[src/hw/rtl/opdl_pkg.sv]
// Package for the offset-point drive linearizer: beat types, constants, CORDIC table.
// No dependencies.
package opdl_pkg;

  localparam int CordicStepsDef = 16;
  localparam int FracBitsDef    = 8;
  localparam int TabLen         = 24;
  localparam int LimitW         = 15;
  localparam logic [LimitW-1:0] LimitReset = 15'd256;

  localparam logic [1:0] CmdPose   = 2'd0;
  localparam logic [1:0] CmdTarget = 2'd1;
  localparam logic [1:0] CmdDone   = 2'd2;
  localparam logic [1:0] CmdTwist  = 2'd3;

  typedef struct packed {
    logic [1:0]         cmd;
    logic signed [15:0] quat_x;
    logic signed [15:0] quat_y;
    logic signed [15:0] quat_z;
    logic signed [15:0] quat_w;
    logic signed [15:0] target_x;
    logic signed [15:0] target_y;
    logic               stop_request;
    logic signed [15:0] twist_x;
    logic signed [15:0] twist_y;
  } in_beat_t;

  typedef struct packed {
    logic signed [15:0] linear_cmd;
    logic signed [15:0] angular_cmd;
    logic               singular;
  } out_beat_t;

  typedef struct packed {
    logic start;
    logic vec_mode;
  } cordic_ctl_t;

  function automatic logic [22:0] atan_tab(input logic [4:0] i);
    logic [22:0] r;
    case (i)
      5'd0: r = 23'd2097152;  5'd1: r = 23'd1238021; 5'd2: r = 23'd654136;
      5'd3: r = 23'd332051;   5'd4: r = 23'd166669;  5'd5: r = 23'd83416;
      5'd6: r = 23'd41718;    5'd7: r = 23'd20860;   5'd8: r = 23'd10430;
      5'd9: r = 23'd5215;     5'd10: r = 23'd2608;   5'd11: r = 23'd1304;
      5'd12: r = 23'd652;     5'd13: r = 23'd326;    5'd14: r = 23'd163;
      5'd15: r = 23'd81;      5'd16: r = 23'd41;     5'd17: r = 23'd20;
      5'd18: r = 23'd10;      5'd19: r = 23'd5;      5'd20: r = 23'd3;
      5'd21: r = 23'd1;       5'd22: r = 23'd1;
      default: r = 23'd0;
    endcase
    return r;
  endfunction

endpackage

[src/hw/rtl/offset_point_drive_linearizer_unit.sv]
// Top level of the offset-point drive linearizer: sequencer, state, arithmetic.
// Depends on opdl_pkg, opdl_cordic, opdl_divider.
//
//  channel | direction | handshake     | beat
//  in      | input     | valid / stall | in_beat_t
//  out     | output    | valid / stall | out_beat_t
//  cfg     | input     | valid / ready | velocity_limit, 15 bits
//
// in_stall_o stays high after an accepted beat until the sequencer is idle again:
//   pose: eight products on one multiplier, then CORDIC vectoring, which is skipped
//   when the quaternion is zero or in gimbal lock;
//   twist: CORDIC rotation, eight products and the two bit-serial divisions, skipped
//   when stopped or the offset x is zero; target and done do not stall.
// A result waits in the output register under out_stall_i; reset clears state, limit 1.0.
module offset_point_drive_linearizer_unit import opdl_pkg::*; #(
  parameter int CordicSteps = CordicStepsDef,
  parameter int FracBits    = FracBitsDef
) (
  input  logic               clk_i,
  input  logic               rst_ni,
  input  logic               in_valid_i,
  output logic               in_stall_o,
  input  in_beat_t           in_data_i,
  output logic               out_valid_o,
  input  logic               out_stall_i,
  output out_beat_t          out_data_o,
  input  logic               cfg_valid_i,
  output logic               cfg_ready_o,
  input  logic [LimitW-1:0]  cfg_data_i
);
  localparam logic [3:0] SIdle = 4'd0, SMul = 4'd1, SPoseChk = 4'd2, SVecW = 4'd3,
                         STw = 4'd4, SRotW = 4'd5, SRot = 4'd6, SDivV = 4'd7,
                         SDivVW = 4'd8, SDivW = 4'd9, SDivWW = 4'd10, SOut = 4'd11;

  logic [3:0] st_q, st_d;
  logic [2:0] k_q, k_d;
  in_beat_t in_q;
  logic [LimitW-1:0] lim_q;
  logic signed [15:0] head_q, head_d, offx_q, offy_q;
  logic stop_q;
  logic signed [35:0] acc_q [4];
  logic signed [35:0] acc_d [4];
  logic signed [17:0] cs_q, sn_q;
  logic signed [48:0] nv_q, nv_d;
  logic signed [15:0] v_q, w_q;
  logic out_valid_q;
  out_beat_t out_q;
  logic neg_q;

  // shared multiplier: one product per cycle
  logic signed [33:0] ma;
  logic signed [15:0] mb;
  logic signed [49:0] mp;
  assign mp = ma * mb;

  cordic_ctl_t cctl;
  logic signed [35:0] cx_i, cy_i, cx_o, cy_o;
  logic signed [25:0] cz_i, cz_o;
  logic cdone;
  logic dstart, ddone;
  logic signed [48:0] dnum;
  logic signed [31:0] dden;
  logic signed [49:0] dquo;

  opdl_cordic #(.CordicSteps(CordicSteps)) u_cordic (
    .clk_i, .rst_ni, .ctl_i(cctl), .x_i(cx_i), .y_i(cy_i), .z_i(cz_i),
    .done_o(cdone), .x_o(cx_o), .y_o(cy_o), .z_o(cz_o)
  );

  opdl_divider u_div (
    .clk_i, .rst_ni, .start_i(dstart), .num_i(dnum), .den_i(dden),
    .done_o(ddone), .quo_o(dquo)
  );

  function automatic logic signed [15:0] clamp16(input logic signed [49:0] v,
                                                 input logic [LimitW-1:0] l);
    logic signed [15:0] r;
    if (v > $signed({35'd0, l})) r = $signed({1'b0, l});
    else if (v < -50'sd32768) r = -16'sd32768;
    else r = v[15:0];
    return r;
  endfunction

  logic signed [35:0] d_sum, n10, n00, n20, a20;
  logic signed [35:0] vx0, vy0;
  logic signed [25:0] zr, zr2, zadj;
  logic rneg;
  logic signed [25:0] zout;
  logic signed [35:0] cq, sq;

  always_comb begin
    d_sum = acc_q[0];
    n10 = acc_q[1];
    n00 = acc_q[0] - acc_q[2];
    n20 = acc_q[3];
    a20 = n20[35] ? -n20 : n20;
    vx0 = n00; vy0 = n10; zr = '0;
    if (n00[35]) begin
      if (!n10[35]) begin vx0 = n10; vy0 = -n00; zr = 26'sd4194304; end
      else begin vx0 = -n10; vy0 = n00; zr = -26'sd4194304; end
    end
    zr2 = $signed({{2{head_q[15]}}, head_q, 8'd0});
    rneg = 1'b0; zadj = zr2;
    if (zr2 > 26'sd4194304) begin zadj = zr2 - 26'sd8388608; rneg = 1'b1; end
    else if (zr2 < -26'sd4194304) begin zadj = zr2 + 26'sd8388608; rneg = 1'b1; end
    zout = (cz_o + 26'sd128) >>> 8;
    cq = ((neg_q ? -cx_o : cx_o) + 36'sd8192) >>> 14;
    sq = ((neg_q ? -cy_o : cy_o) + 36'sd8192) >>> 14;
  end

  // multiplier operand schedule by step counter
  always_comb begin
    ma = '0; mb = '0;
    if (st_q == SMul) begin
      case (k_q)
        3'd0: begin ma = 34'(in_q.quat_x); mb = in_q.quat_x; end
        3'd1: begin ma = 34'(in_q.quat_y); mb = in_q.quat_y; end
        3'd2: begin ma = 34'(in_q.quat_z); mb = in_q.quat_z; end
        3'd3: begin ma = 34'(in_q.quat_w); mb = in_q.quat_w; end
        3'd4: begin ma = 34'(in_q.quat_x); mb = in_q.quat_y; end
        3'd5: begin ma = 34'(in_q.quat_w); mb = in_q.quat_z; end
        3'd6: begin ma = 34'(in_q.quat_x); mb = in_q.quat_z; end
        default: begin ma = 34'(in_q.quat_w); mb = in_q.quat_y; end
      endcase
    end else if (st_q == SRot) begin
      case (k_q)
        3'd0: begin ma = 34'(cs_q); mb = offx_q; end
        3'd1: begin ma = 34'(sn_q); mb = offy_q; end
        3'd2: begin ma = 34'(sn_q); mb = offx_q; end
        3'd3: begin ma = 34'(cs_q); mb = offy_q; end
        3'd4: begin ma = acc_q[0][33:0]; mb = in_q.twist_x; end
        3'd5: begin ma = acc_q[1][33:0]; mb = in_q.twist_y; end
        3'd6: begin ma = 34'(cs_q); mb = in_q.twist_y; end
        default: begin ma = 34'(sn_q); mb = in_q.twist_x; end
      endcase
    end
  end

  logic in_acc, out_acc, out_load;
  assign in_acc = in_valid_i && !in_stall_o;
  assign out_acc = out_valid_o && !out_stall_i;
  assign out_load = (st_q == SOut) && (!out_valid_q || out_acc);
  assign in_stall_o = (st_q != SIdle);
  assign cfg_ready_o = 1'b1;

  always_comb begin
    st_d = st_q; k_d = k_q;
    acc_d = acc_q;
    nv_d = nv_q;
    head_d = head_q;
    cctl = '0; cx_i = vx0; cy_i = vy0; cz_i = zr;
    dstart = 1'b0; dnum = nv_q; dden = $signed({offx_q, 16'd0});
    unique case (st_q)
      SIdle: begin
        if (in_acc) begin
          k_d = '0;
          unique case (in_data_i.cmd)
            CmdPose: begin
              st_d = SMul;
              for (int j = 0; j < 4; j++) acc_d[j] = '0;
            end
            CmdTwist: st_d = STw;
            default: st_d = SIdle;
          endcase
        end
      end
      SMul: begin
        k_d = k_q + 3'd1;
        case (k_q) inside
          3'd0, 3'd3: acc_d[0] = acc_q[0] + mp[35:0];
          3'd1, 3'd2: begin
            acc_d[0] = acc_q[0] + mp[35:0];
            acc_d[2] = acc_q[2] + {mp[34:0], 1'b0};
          end
          3'd4, 3'd5: acc_d[1] = acc_q[1] + {mp[34:0], 1'b0};
          3'd6: acc_d[3] = acc_q[3] + {mp[34:0], 1'b0};
          default: begin acc_d[3] = acc_q[3] - {mp[34:0], 1'b0}; st_d = SPoseChk; end
        endcase
      end
      SPoseChk: begin
        if (d_sum == 36'sd0 || a20 >= d_sum) begin
          head_d = '0;
          st_d = SIdle;
        end else begin
          cctl.start = 1'b1; cctl.vec_mode = 1'b1;
          st_d = SVecW;
        end
      end
      SVecW: begin
        if (cdone) begin
          head_d = zout[15:0];
          st_d = SIdle;
        end
      end
      STw: begin
        if (stop_q || offx_q == 16'sd0) begin
          st_d = SOut;
        end else begin
          cctl.start = 1'b1; cctl.vec_mode = 1'b0;
          cx_i = 36'sd652032874; cy_i = '0; cz_i = zadj;
          st_d = SRotW;
        end
      end
      SRotW: begin
        if (cdone) begin
          st_d = SRot;
          k_d = '0;
        end
      end
      SRot: begin
        k_d = k_q + 3'd1;
        case (k_q)
          3'd0: acc_d[0] = mp[35:0];
          3'd1: acc_d[0] = acc_q[0] - mp[35:0];
          3'd2: acc_d[1] = mp[35:0];
          3'd3: acc_d[1] = acc_q[1] + mp[35:0];
          3'd4: nv_d = mp[48:0];
          3'd5: nv_d = nv_q + mp[48:0];
          3'd6: acc_d[2] = mp[35:0];
          default: begin acc_d[2] = acc_q[2] - mp[35:0]; st_d = SDivV; end
        endcase
      end
      SDivV: begin
        dstart = 1'b1; dnum = nv_q; st_d = SDivVW;
      end
      SDivVW: begin
        if (ddone) st_d = SDivW;
      end
      SDivW: begin
        dstart = 1'b1; dnum = 49'(acc_q[2]) <<< FracBits; st_d = SDivWW;
      end
      SDivWW: begin
        if (ddone) st_d = SOut;
      end
      SOut: begin
        if (!out_valid_q || out_acc) st_d = SIdle;
      end
      default: st_d = SIdle;
    endcase
  end

  always_ff @(posedge clk_i or negedge rst_ni) begin
    if (!rst_ni) begin
      st_q <= SIdle;
      k_q <= '0;
      lim_q <= LimitReset;
      head_q <= '0;
      offx_q <= '0;
      offy_q <= '0;
      stop_q <= 1'b0;
      out_valid_q <= 1'b0;
    end else begin
      st_q <= st_d;
      k_q <= k_d;
      head_q <= head_d;
      if (cfg_valid_i && cfg_ready_o) lim_q <= cfg_data_i;
      if (in_acc && in_data_i.cmd == CmdTarget) begin
        offx_q <= in_data_i.target_x;
        offy_q <= in_data_i.target_y;
      end
      if (in_acc && in_data_i.cmd == CmdDone) stop_q <= in_data_i.stop_request;
      if (out_load) out_valid_q <= 1'b1;
      else if (out_acc) out_valid_q <= 1'b0;
    end
  end

  always_ff @(posedge clk_i) begin
    if (in_acc) in_q <= in_data_i;
    acc_q <= acc_d;
    nv_q <= nv_d;
    if (st_q == STw) neg_q <= rneg;
    if (st_q == SRotW && cdone) begin
      cs_q <= cq[17:0];
      sn_q <= sq[17:0];
    end
    if (st_q == SDivVW && ddone) v_q <= clamp16(dquo, lim_q);
    if (st_q == SDivWW && ddone) w_q <= clamp16(dquo, lim_q);
    if (out_load) begin
      out_q.singular <= !stop_q && offx_q == 16'sd0;
      if (stop_q || offx_q == 16'sd0) begin
        out_q.linear_cmd <= '0;
        out_q.angular_cmd <= '0;
      end else begin
        out_q.linear_cmd <= v_q;
        out_q.angular_cmd <= w_q;
      end
    end
  end

  assign out_valid_o = out_valid_q;
  assign out_data_o = out_q;

`ifndef SYNTH
  a_busy_stall: assert property (@(posedge clk_i) disable iff (!rst_ni)
    (st_q != SIdle) |-> in_stall_o) else $error("input taken while busy");
  a_out_hold: assert property (@(posedge clk_i) disable iff (!rst_ni)
    (out_valid_o && out_stall_i) |=> (out_valid_o && $stable(out_data_o)))
    else $error("result dropped under stall");
  a_sing_zero: assert property (@(posedge clk_i) disable iff (!rst_ni)
    (out_valid_o && out_data_o.singular) |->
    (out_data_o.linear_cmd == 16'sd0 && out_data_o.angular_cmd == 16'sd0))
    else $error("singular result not zero");
`endif
endmodule

[src/hw/rtl/opdl_cordic.sv]
// Iterative CORDIC, one micro-rotation per cycle, vectoring or rotation mode.
// Depends on opdl_pkg.
module opdl_cordic import opdl_pkg::*; #(
  parameter int CordicSteps = CordicStepsDef
) (
  input  logic               clk_i,
  input  logic               rst_ni,
  input  cordic_ctl_t        ctl_i,
  input  logic signed [35:0] x_i,
  input  logic signed [35:0] y_i,
  input  logic signed [25:0] z_i,
  output logic               done_o,
  output logic signed [35:0] x_o,
  output logic signed [35:0] y_o,
  output logic signed [25:0] z_o
);
  localparam int Steps = (CordicSteps < TabLen) ? CordicSteps : TabLen;

  logic signed [35:0] x_q, x_d, y_q, y_d;
  logic signed [25:0] z_q, z_d;
  logic [4:0] i_q, i_d;
  logic busy_q, busy_d, vec_q, vec_d, done_q, done_d;
  logic signed [35:0] dx, dy;
  logic signed [25:0] at;
  logic up;

  always_comb begin
    dx = y_q >>> i_q;
    dy = x_q >>> i_q;
    at = $signed({3'b000, atan_tab(i_q)});
    up = vec_q ? !y_q[35] : !z_q[25];
    x_d = x_q; y_d = y_q; z_d = z_q; i_d = i_q;
    busy_d = busy_q; vec_d = vec_q; done_d = 1'b0;
    if (ctl_i.start) begin
      x_d = x_i; y_d = y_i; z_d = z_i; i_d = '0;
      vec_d = ctl_i.vec_mode; busy_d = 1'b1;
    end else if (busy_q) begin
      if (vec_q == up) begin
        x_d = x_q + (vec_q ? dx : -dx);
      end else begin
        x_d = x_q + (vec_q ? -dx : dx);
      end
      if (vec_q) begin
        y_d = up ? y_q - dy : y_q + dy;
        z_d = up ? z_q + at : z_q - at;
      end else begin
        x_d = up ? x_q - dx : x_q + dx;
        y_d = up ? y_q + dy : y_q - dy;
        z_d = up ? z_q - at : z_q + at;
      end
      i_d = i_q + 5'd1;
      if (i_q == 5'(Steps - 1)) begin
        busy_d = 1'b0;
        done_d = 1'b1;
      end
    end
  end

  always_ff @(posedge clk_i or negedge rst_ni) begin
    if (!rst_ni) begin
      busy_q <= 1'b0;
      done_q <= 1'b0;
      vec_q  <= 1'b0;
      i_q    <= '0;
    end else begin
      busy_q <= busy_d;
      done_q <= done_d;
      vec_q  <= vec_d;
      i_q    <= i_d;
    end
  end

  always_ff @(posedge clk_i) begin
    x_q <= x_d;
    y_q <= y_d;
    z_q <= z_d;
  end

  assign done_o = done_q;
  assign x_o = x_q;
  assign y_o = y_q;
  assign z_o = z_q;
endmodule

[src/hw/rtl/opdl_divider.sv]
// Bit-serial restoring divider, one quotient bit per cycle, round half away.
// Depends on opdl_pkg.
module opdl_divider import opdl_pkg::*; (
  input  logic               clk_i,
  input  logic               rst_ni,
  input  logic               start_i,
  input  logic signed [48:0] num_i,
  input  logic signed [31:0] den_i,
  output logic               done_o,
  output logic signed [49:0] quo_o
);
  logic [48:0] n_q, n_d;
  logic [31:0] r_q, r_d;
  logic [31:0] d_q, d_d;
  logic [48:0] qb_q, qb_d;
  logic [5:0]  k_q, k_d;
  logic busy_q, busy_d, neg_q, neg_d, done_q, done_d;
  logic [32:0] trial;
  logic [49:0] mag;
  logic [49:0] rem2;

  always_comb begin
    n_d = n_q; r_d = r_q; d_d = d_q; qb_d = qb_q; k_d = k_q;
    busy_d = busy_q; neg_d = neg_q; done_d = 1'b0;
    trial = {r_q, n_q[48]};
    if (start_i) begin
      n_d = num_i[48] ? 49'(-num_i) : num_i;
      d_d = den_i[31] ? 32'(-den_i) : den_i;
      neg_d = num_i[48] ^ den_i[31];
      r_d = '0; qb_d = '0; k_d = '0; busy_d = 1'b1;
    end else if (busy_q) begin
      n_d = {n_q[47:0], 1'b0};
      if (trial >= {1'b0, d_q}) begin
        r_d = 32'(trial - {1'b0, d_q});
        qb_d = {qb_q[47:0], 1'b1};
      end else begin
        r_d = trial[31:0];
        qb_d = {qb_q[47:0], 1'b0};
      end
      k_d = k_q + 6'd1;
      if (k_q == 6'd48) begin
        busy_d = 1'b0;
        done_d = 1'b1;
      end
    end
  end

  always_ff @(posedge clk_i or negedge rst_ni) begin
    if (!rst_ni) begin
      busy_q <= 1'b0;
      done_q <= 1'b0;
      k_q    <= '0;
    end else begin
      busy_q <= busy_d;
      done_q <= done_d;
      k_q    <= k_d;
    end
  end

  always_ff @(posedge clk_i) begin
    n_q <= n_d; r_q <= r_d; d_q <= d_d; qb_q <= qb_d; neg_q <= neg_d;
  end

  // round: add one when 2r >= d
  assign rem2 = {17'd0, r_q, 1'b0};
  assign mag = {1'b0, qb_q} + ((rem2 >= {18'd0, d_q}) ? 50'd1 : 50'd0);
  assign quo_o = neg_q ? -$signed(mag) : $signed(mag);
  assign done_o = done_q;
endmodule
[config.mk]
export PLATFORM = sky130hd
export DESIGN_NAME = offset_point_drive_linearizer_unit
export DESIGN_NICKNAME = d
export VERILOG_FILES = /design/src/hw/rtl/opdl_pkg.sv /design/src/hw/rtl/offset_point_drive_linearizer_unit.sv /design/src/hw/rtl/opdl_cordic.sv /design/src/hw/rtl/opdl_divider.sv
export SDC_FILE = /design/constraint.sdc
export NUM_CORES = 2
export LEC_CHECK = 0
export BUFFER_PORTS_ARGS = -buffer_cell sky130_fd_sc_hd__buf_2
export CAP_MARGIN = 5
export CORE_ASPECT_RATIO = 0.6
export CORE_MARGIN = 4
export CORE_UTILIZATION = 34
export DETAILED_ROUTE_END_ITERATION = 8
export GPL_ROUTABILITY_DRIVEN = 0
export PLACE_DENSITY = 0.59
export SYNTH_ARGS = -nofsm -noshare
export SYNTH_HDL_FRONTEND = slang
export SYNTH_HIERARCHICAL = 1
export SYNTH_SLANG_ARGS = --single-unit
export TNS_END_PERCENT = 20
[constraint.sdc]
create_clock -name clk_i -period 32.5 [get_ports clk_i]
set_input_delay 1.625 -clock clk_i [delete_from_list [all_inputs] [get_ports clk_i]]
set_output_delay 1.625 -clock clk_i [all_outputs]
set_load 0.02 [all_outputs]
==> flow_metrics.py <==
metrics = {
    "global_routing": {
        "first_global_vias": 80471,
        "grt_max_degree": 187,
        "antenna_found_initial": 29,
        "grt_pass1_wl_um": 560000,
        "grt.total_usage": 0.258,
        "gr-total-overflow": 0,
    },
    "route": {
        "wl_per_cell_um": 25.5,
        "vias": 90738,
        "vias_per_cell": 5.96,
        "first_iter_violations": 14978,
        "drc": 2,
        "dr.pass1.iters": 9,
        "routed_wl_um": 389000,
        "antenna_left": 0,
    },
    "floorplanning": {
        "die_x_um": 692,
        "coreArea_um2": 279000,
        "num_rows": 150,
        "num_io_pins": 187,
        "die_h_um": 418,
        "die_area_um2": 289000,
        "start_util": 0.342,
    },
    "sta": {
        "postLayoutSetupSlackWorst_ns": 17.53,
        "min_period_over_period": 0.461,
        "tightest_slew_ns": 1.48,
        "fin_worst_skew_ns": 0.0837,
        "max_freq_ghz": 0.0668,
        "setup_tns_ns": 0,
        "report.final.slew_viol_count": 0,
        "setup_viol": 0,
        "rsz0062_at_grt": "false",
        "hold_viol": 0,
        "slew_headroom": 0.00799,
        "period_needed_ns": 14.97,
    },
    "setup_path": {
        "cp_data_arrival_time_ns": 15.46,
        "cp_top_family": "compound AO/OA/AOI/OAI gates",
        "crit_path_end_kind": "flop",
        "critical_path_class": "reg2reg",
        "cp_common_cell": "fa_1",
        "startpoint_type": "flop",
        "crit_fanout": 41,
        "critPathBufInv": 5,
        "slowest_delay_ns": 1.15,
        "crit_required_ns": 32.99,
        "crit_path_top_delay_cell": "a21oi_1",
    },
    "cts": {
        "cts_resized": 0,
        "cts_tree": "done",
        "cts_max_level": 3,
        "clk_latency_ns": 0.76,
        "clk_pin_slew_ns": 0.07,
        "ctsHoldBuffers": 0,
        "cts_inserted_buffers": 88,
        "cts.sinks": 739,
        "cts_root_buffer": "clkbuf_16",
        "max-clock-path-buffers": 3,
        "post-cts-setup-buffer-count": 0,
    },
    "logic_synthesis": {
        "syn_area_per_cell_um2": 8.31,
        "synth_top_area_share": 0.180,
        "ys_seq_area_frac": 0.220,
        "yosysTopAreaCell": "edfxtp_1",
        "synth-async-reset-ratio": 0.119,
        "ys_warn_count": 6,
        "synthTopCellsByArea": "edfxtp_1 (18%), fa_1 (11%), ha_1 (9.3%)",
        "ys.flop_type": "edfxtp_1",
        "syn_area_um2": 95300,
        "synth_edf_count": 570,
        "synth_cells": 11468,
        "ys_types": 133,
        "synth_seq_cells": 739,
    },
    "placement": {
        "io_buffers": 185,
        "placed_area_um2": 101000,
        "dp_hpwl_um": 310000,
        "dp_slack_ns": 18.35,
    },
    "cells_and_area": {
        "multi_input_area_um2": 69000,
        "fillerInstances": 28702,
        "drive_gt1_frac": 0.0794,
        "nets": 12807,
        "fin_area_um2": 104000,
        "final-seq-area_um2": 21000,
        "utilization": 0.372,
        "area_delta_synth_final_pct": 8.86,
    },
    "outcome": {
        "violations": "design-rule violations, max-capacitance violations",
        "status": "finished with violations",
    },
    "run": {
        "max-cap-violations": 1,
    },
    "worst_hold_path": {
        "hold_path.class": "reg2reg",
    },
}
## stage by stage
| stage | hold slack [ns] | instances |
|---|---|---|
| 2_1_floorplan | 0.453 | 11526 |
| 3_3_place_gp | 0.470 | 15059 |
| 3_5_place_dp | 0.478 | 15060 |
| 4_1_cts | 0.486 | 15225 |
| 5_1_grt | 0.515 | 15227 |
| 6_report | 0.486 | 15233 |
## final cells by class
type	instances	share of cell area
Clock inverter	62	0.00732
Inverter	958	0.0346
Antenna cell	8	0.000193
Multi-Input combinational cell	9261	0.665
Tap cell	3724	0.0449
Clock buffer	103	0.0227
Sequential cell	739	0.202
Timing Repair Buffer	378	0.0230
## logic make-up (layout without fill, tap and decap cells)
group           Yosys count  in the layout  synth area share
other cells               2             68         0.0000788
xor+xnor                867            867            0.0799
mux                     346            346            0.0457
fa+ha+maj              1231           1231             0.203
simple gates           3749           3749             0.184
buf+inv                1526           1501            0.0616
compound gates         3008           3008             0.206
flops                   739            739             0.220
## cells in the final DEF (no fill, tap or decap), types with 173 or more instances in the layout
cell / instances
nand2_1: 1246
nor2_1: 1093
inv_1: 949
a21oi_1: 760
ha_1: 706
o21ai_0: 659
edfxtp_1: 570
xnor2_1: 559
fa_1: 523
xor2_1: 304
a21o_1: 242
nand3_1: 211
nor3_1: 195
buf_4: 193
buf_2: 184
mux2i_1: 173
## metal layers
metal	vias up	track usage	wire length [µm]
met5	-	0.00248	118
met4	4	0.0697	12500
met3	538	0.133	70400
met2	6174	0.302	132000
met1	43248	0.392	174000
li1	40774	-	-
## worst reg2reg max path: cells and delay by family (launching register included)
family,cells,cell delay [ns]
AO/OA/AOI/OAI,13,5.11
XOR/XNOR,2,0.28
adder cells (fa/ha/maj),9,4.47
buffers and inverters,5,1.38
flip-flops,1,0.72
AND/OR/NAND/NOR,10,2.75
## cells in the mapped netlist (57+ instances only)
cell	number
and2_1	100
o21bai_1	80
nor2b_1	94
o211ai_1	87
nand3_1	211
dfrtp_1	87
a21o_1	242
and3_1	118
a211oi_1	151
edfxtp_1	570
dfxtp_1	81
a31oi_1	80
fa_1	523
nor2_1	1101
clkbuf_1	455
mux2_2	105
nand2b_1	99
xor2_1	305
nor4_1	109
o21a_1	131
inv_1	951
mux4_2	57
xnor2_1	560
a21oi_1	763
mux2i_1	173
nand2_1	1254
nand4_1	119
o31ai_1	105
nor3_1	200
o21ai_0	659
or3_1	106
o22ai_1	113
ha_1	707
## state kept, by name, summed over array words and instances (netlist names), 32 cells and up
signal,flops
n20,35
u_cordic/x_o,36
u_div/n_q,49
nv_q,49
in_q,96
u_div/d_q,32
u_div/r_q,32
u_div/qb_q,49
out_data_o,33
n10,36
acc_q,36
d_sum,36
u_cordic/y_o,36
## worst paths after layout
path	cells after the start	endpoint	slack, ns	from
worst min register to register	2	u_div/r_q[19]	0.49	u_div/r_q[19]
worst max register to register	39	n20[32]	17.53	k_q[2]
worst max-delay path	39	n20[32]	17.53	k_q[2]
min in group asynchronous	1	stop_q	0.94	rst_ni
worst min-delay path	2	u_div/r_q[19]	0.49	u_div/r_q[19]
max in group asynchronous	2	u_cordic/i_q[1]	30.18	rst_ni
Power is left out: the tool's default activity adds up to more than one toggle a clock period on the data nets, which glitch-free logic cannot reach.
